### src/rtl/core/sbbi_pkg.sv
// ----------------------------------------------------------------------------
// sbbi_pkg
// Shared types and constants for the sprite/background bus window.
// ----------------------------------------------------------------------------
package sbbi_pkg;

   localparam int unsigned MEM_WORDS = 32768;
   localparam int unsigned MEM_AW    = 15;

   // access kinds
   localparam logic [1:0] REQ_RD_BYTE = 2'd0;
   localparam logic [1:0] REQ_RD_WORD = 2'd1;
   localparam logic [1:0] REQ_WR_BYTE = 2'd2;
   localparam logic [1:0] REQ_WR_WORD = 2'd3;

   // notify codes
   localparam logic [2:0] NTF_NONE  = 3'd0;
   localparam logic [2:0] NTF_SPR   = 3'd1;
   localparam logic [2:0] NTF_PAT   = 3'd2;
   localparam logic [2:0] NTF_PATBG = 3'd3;
   localparam logic [2:0] NTF_CTRL  = 3'd4;

   // control word indexes
   localparam logic [3:0] CW_SCROLL_X0 = 4'd0;
   localparam logic [3:0] CW_SCROLL_Y0 = 4'd1;
   localparam logic [3:0] CW_SCROLL_X1 = 4'd2;
   localparam logic [3:0] CW_SCROLL_Y1 = 4'd3;
   localparam logic [3:0] CW_ENABLE    = 4'd4;
   localparam logic [3:0] CW_H_TOTAL   = 4'd5;
   localparam logic [3:0] CW_H_DISP    = 4'd6;
   localparam logic [3:0] CW_V_DISP    = 4'd7;
   localparam logic [3:0] CW_RES       = 4'd8;

   // window map
   localparam logic [15:0] SPR_END  = 16'h0400;
   localparam logic [15:0] CTRL_LO  = 16'h0800;
   localparam logic [15:0] CTRL_END = 16'h0812;
   localparam logic [15:0] PAT_LO   = 16'h8000;
   localparam logic [15:0] PATBG_LO = 16'hC000;

   // config register indexes
   localparam logic [0:0] CSR_CONNECTED = 1'b0;

   typedef enum logic [1:0] {
      ST_CLEAR,
      ST_IDLE,
      ST_EXEC
   } state_type;

   typedef struct packed {
      logic accept;
      logic commit;
      logic clear_step;
   } dp_cmd_type;

   typedef struct packed {
      logic clear_last;
      logic out_free;
   } dp_status_type;

endpackage

### src/rtl/core/sbbi_ctrl.sv
// ----------------------------------------------------------------------------
// sbbi_ctrl
// Sequencer: post-reset store clear, item capture, execute/commit.
// ----------------------------------------------------------------------------
module sbbi_ctrl import sbbi_pkg::*; (
   input  logic          clock,
   input  logic          reset,
   input  logic          req_valid,
   output logic          req_stall,
   input  dp_status_type status,
   output dp_cmd_type    cmd
);

   state_type state_ff;
   state_type state_in;

   always_ff @(posedge clock) begin
      if (reset) begin
         state_ff <= ST_CLEAR;
      end else begin
         state_ff <= state_in;
      end
   end

   always_comb begin
      state_in  = state_ff;
      cmd       = '0;
      req_stall = 1'b1;
      unique case (state_ff)
         ST_CLEAR: begin
            cmd.clear_step = 1'b1;
            if (status.clear_last) begin
               state_in = ST_IDLE;
            end
         end
         ST_IDLE: begin
            req_stall = 1'b0;
            if (req_valid) begin
               cmd.accept = 1'b1;
               state_in   = ST_EXEC;
            end
         end
         ST_EXEC: begin
            if (status.out_free) begin
               cmd.commit = 1'b1;
               state_in   = ST_IDLE;
            end
         end
         default: begin
            state_in = ST_CLEAR;
         end
      endcase
   end

endmodule

### config.mk
export PLATFORM = sky130hd
export DESIGN_NAME = sbbi_ctrl
export DESIGN_NICKNAME = d
export VERILOG_FILES = /design/src/rtl/core/sbbi_pkg.sv /design/src/rtl/core/sbbi_ctrl.sv
export SDC_FILE = /design/constraint.sdc
export NUM_CORES = 1
export LEC_CHECK = 0
export ABC_AREA = 1
export ABC_CLOCK_PERIOD_IN_PS = 800
export BUFFER_PORTS_ARGS = -buffer_cell sky130_fd_sc_hd__buf_2
export CAP_MARGIN = 30
export CORE_AREA = 2 2 39 41
export DETAILED_ROUTE_END_ITERATION = 7
export DIE_AREA = 0 0 41 43
export MAX_ROUTING_LAYER = met4
export PLACE_DENSITY = 0.3
export SLEW_MARGIN = 20
export SYNTH_ARGS = -nofsm -noshare
export SYNTH_HDL_FRONTEND = slang
export SYNTH_SLANG_ARGS = --single-unit
export TNS_END_PERCENT = 1
### constraint.sdc
create_clock -name clock -period 0.8 [get_ports clock]
set_input_delay 0 -clock clock [delete_from_list [all_inputs] [get_ports clock]]
set_output_delay 0 -clock clock [all_outputs]
set_load 0.02 [all_outputs]
==> metrics <==
Compound-Gate Fraction of Synth Area a little under a tenth; number of vias per cell approximately 3.3; FF-to-FF End state_ff[0]$_SDFFE_PP0P_; Core Rows 14; count leader, synth inv_1; Gate power share 23.4%; largest net degree at the start of global routing 7; ANT cells 0; Sw Share between 20% and 30%; layout cell share with drive strength beyond 1 58.1%; Post-Route WL 332 um; pwr dens 1830 mW/mm2; final setup TNS -0.209 ns; vias in the first global route about 160; num ports 9; top_reg_cell synth dfxtp_1; initial antenna violation count 0; placed cell count 43; RR Startpoint state_ff[1]$_SDFFE_PP0P_; Clk Latency, worst-skew pair ~0.22 ns; die height roughly 43 um; RSZ-0062 raised after global routing yes; Total GRT Usage 5.65%; mapped cell area 110 um2; Slew HR 89.0%; Seq/Total Area, Yosys 36.4%; clock share of power 49.2%; Clock Sinks 2; Initial Utilization 7.96%; CTS max path bufs 2; crit path max fanout 6; Layout Cells excl Fill 47; Sequential cell area 47.5 um2; Post-synth EDFFs 0; CTS root buf clkbuf_4; Critical Path Start state_ff[0]$_SDFFE_PP0P_; Worst Path Required 0.80 ns; Fillers 170; Die X 41 um; synth-to-layout area growth 120%; Post-Synth Adder-Cell Area 0%; register share of total power 27.3%; Std-Cell Core Area 0.00138 mm2; htree depth 1; synthesized net count 24; multiplexer area fraction after synthesis 0%; XOR/XNOR share of the synthesized area 0%; cts bufs inserted 3; Top reg by flops state_ff; most frequent cells after synthesis inv_1 (6), nand2_1 (4), dfxtp_1 (2), nand3_1 (2), nor2_1 (2); RePlAce Congestion 0.498; residual DRC count 0; Yosys cell types 8; Post-Syn Area per Cell approximately 5.8 um2; Util after Layout approximately 18%; first-pass GRT wire length between 500 and 600 um; CP Launch Type flop; Post-CTS Setup Inserts 0; GR Util met1 3.83%; main combinational cell family by area after synthesis simple AND/OR/NAND/NOR gates; Fin. Hold Viols 0; Final Critical Period 0.893 ns; Max VDD drop 0.339 mV; status finished with violations; Synth Register Bits 2; Pint 323 uW; setup slack after layout -0.0929 ns; Area after DPL 178 um2; Setup Crit Path Kind flop to output port; vias after detailed routing 153; busiest layer in global routing met4; Fmax achieved 1120 MHz; fraction of the mapped netlist area in simple logic gates roughly a third; met3 GRT Util 3.14%; Worst Hold Class primary input to flop; Yosys top cell area share around 36%; Initial DRC Count 0; asr flop ratio synth 0%; Final setup viols 4; Ys Warns 0; max cap viols 0; Slew Viols, Final 0; Remaining Overflow, GRT 0; arrival time of the worst setup path 0.89 ns; met2 GRT Util 7.81%; Synth area leaders dfxtp_1 (36%), inv_1 (20%), nand2_1 (14%), nand3_1 (9.1%), nor2_1 (6.8%); FF-to-FF path depth 3; violated checks setup timing; crit end category output port; clk_skew 0.00167 ns; Slew @ Worst Pin between 0.15 and 0.2 ns; wire per inst 7.06 um; area of the die 0.00176 mm2; Syn Inst Count 19; Final Cell Area around 240 um2; biggest regs state_ff (2); Layout Nets 38; LEAKAGE 0.000127 uW; Largest register FFs 2; port bufs 8; Final period util 112%; Worst Setup EP cmd[1]; multi-input logic area 60.1 um2; register-to-register setup slack ~0.060 ns; post-route ant nets 0; CTS clk-pin slew, worst paths 0.03 ns; sw power 120 uW; Initial DRT Pass Iterations 1; Yosys top cell by area dfxtp_1; CTS tree built
==> layout by cell type (no fill, tap or decap), drive strengths merged <==
cell,n
clkbuf,3
a21oi,1
dfxtp,2
inv,6
o21ai,1
nor2,2
dlygate4sd3,1
nand2,4
nand3,2
nor3,1
buf,8
==> critical path: stages, from the launching register on <==
cell	delay [ns]
dfxtp_4	0.35
nor3_2	0.16
buf_4	0.16
==> how the worst min path moves through the flow <==
stage	from	end	slack, ns	cells after the start
3_3_place_gp	reset	state_ff[1]$_SDFFE_PP0P_	0.17	2
4_1_cts	req_valid	state_ff[1]$_SDFFE_PP0P_	0.06	3
3_5_place_dp	reset	state_ff[1]$_SDFFE_PP0P_	0.18	2
6_report	req_valid	state_ff[1]$_SDFFE_PP0P_	0.07	3
5_1_grt	req_valid	state_ff[1]$_SDFFE_PP0P_	0.06	3
2_1_floorplan	reset	state_ff[1]$_SDFFE_PP0P_	0.07	1
==> routing by layer <==
| metal | wire (um) | up-vias |
|---|---|---|
| met4 | 0 | 0 |
| met3 | 33 | 0 |
| met1 | 108 | 65 |
| met2 | 189 | 6 |
| met5 | 0 | - |
| li1 | - | 82 |
==> power groups by stage <==
stage          logic (uW)  clock network (uW)  registers [uW]
3_3_place_gp         83.1                   0             121
2_1_floorplan        51.8                   0             119
3_5_place_dp         82.3                   0             121
4_1_cts               105                 232             123
5_1_grt               115                 257             125
6_report              104                 218             121
==> repair_timing <==
item | in CTS | in global routing
resized for setup | 11 | 3
hold buffers | 1 | 0
endpoints found under the hold margin | 1 | 0
pin swaps | 1 | 0
setup endpoints to repair | 4 | 5
==> kinds of logic after synthesis <==
kind of cell | Yosys count
and+or+nand+nor | 9
buffers and inverters | 6
DFF | 2
AOI/OAI and AO/OA | 2
==> layout make-up <==
| cell class | instances | share of cell area [%] |
|---|---|---|
| repair buffers | 9 | 27.8 |
| multi-input cells | 11 | 24.7 |
| flip-flops and latches | 2 | 19.6 |
| inverters | 6 | 10.3 |
| clock buffers | 3 | 9.28 |
| well taps | 16 | 8.25 |
==> through the flow <==
stage | power (uW) | hold slack [ns] | worst slack (ns)
2_1_floorplan | 171 | 0.0691 | -0.0485
3_3_place_gp | 204 | 0.175 | 0.0108
3_5_place_dp | 203 | 0.177 | 0.0205
4_1_cts | 460 | 0.0602 | -0.100
5_1_grt | 497 | 0.0612 | -0.159
6_report | 444 | 0.0674 | -0.0929
Power figures use the tool's default switching activity.
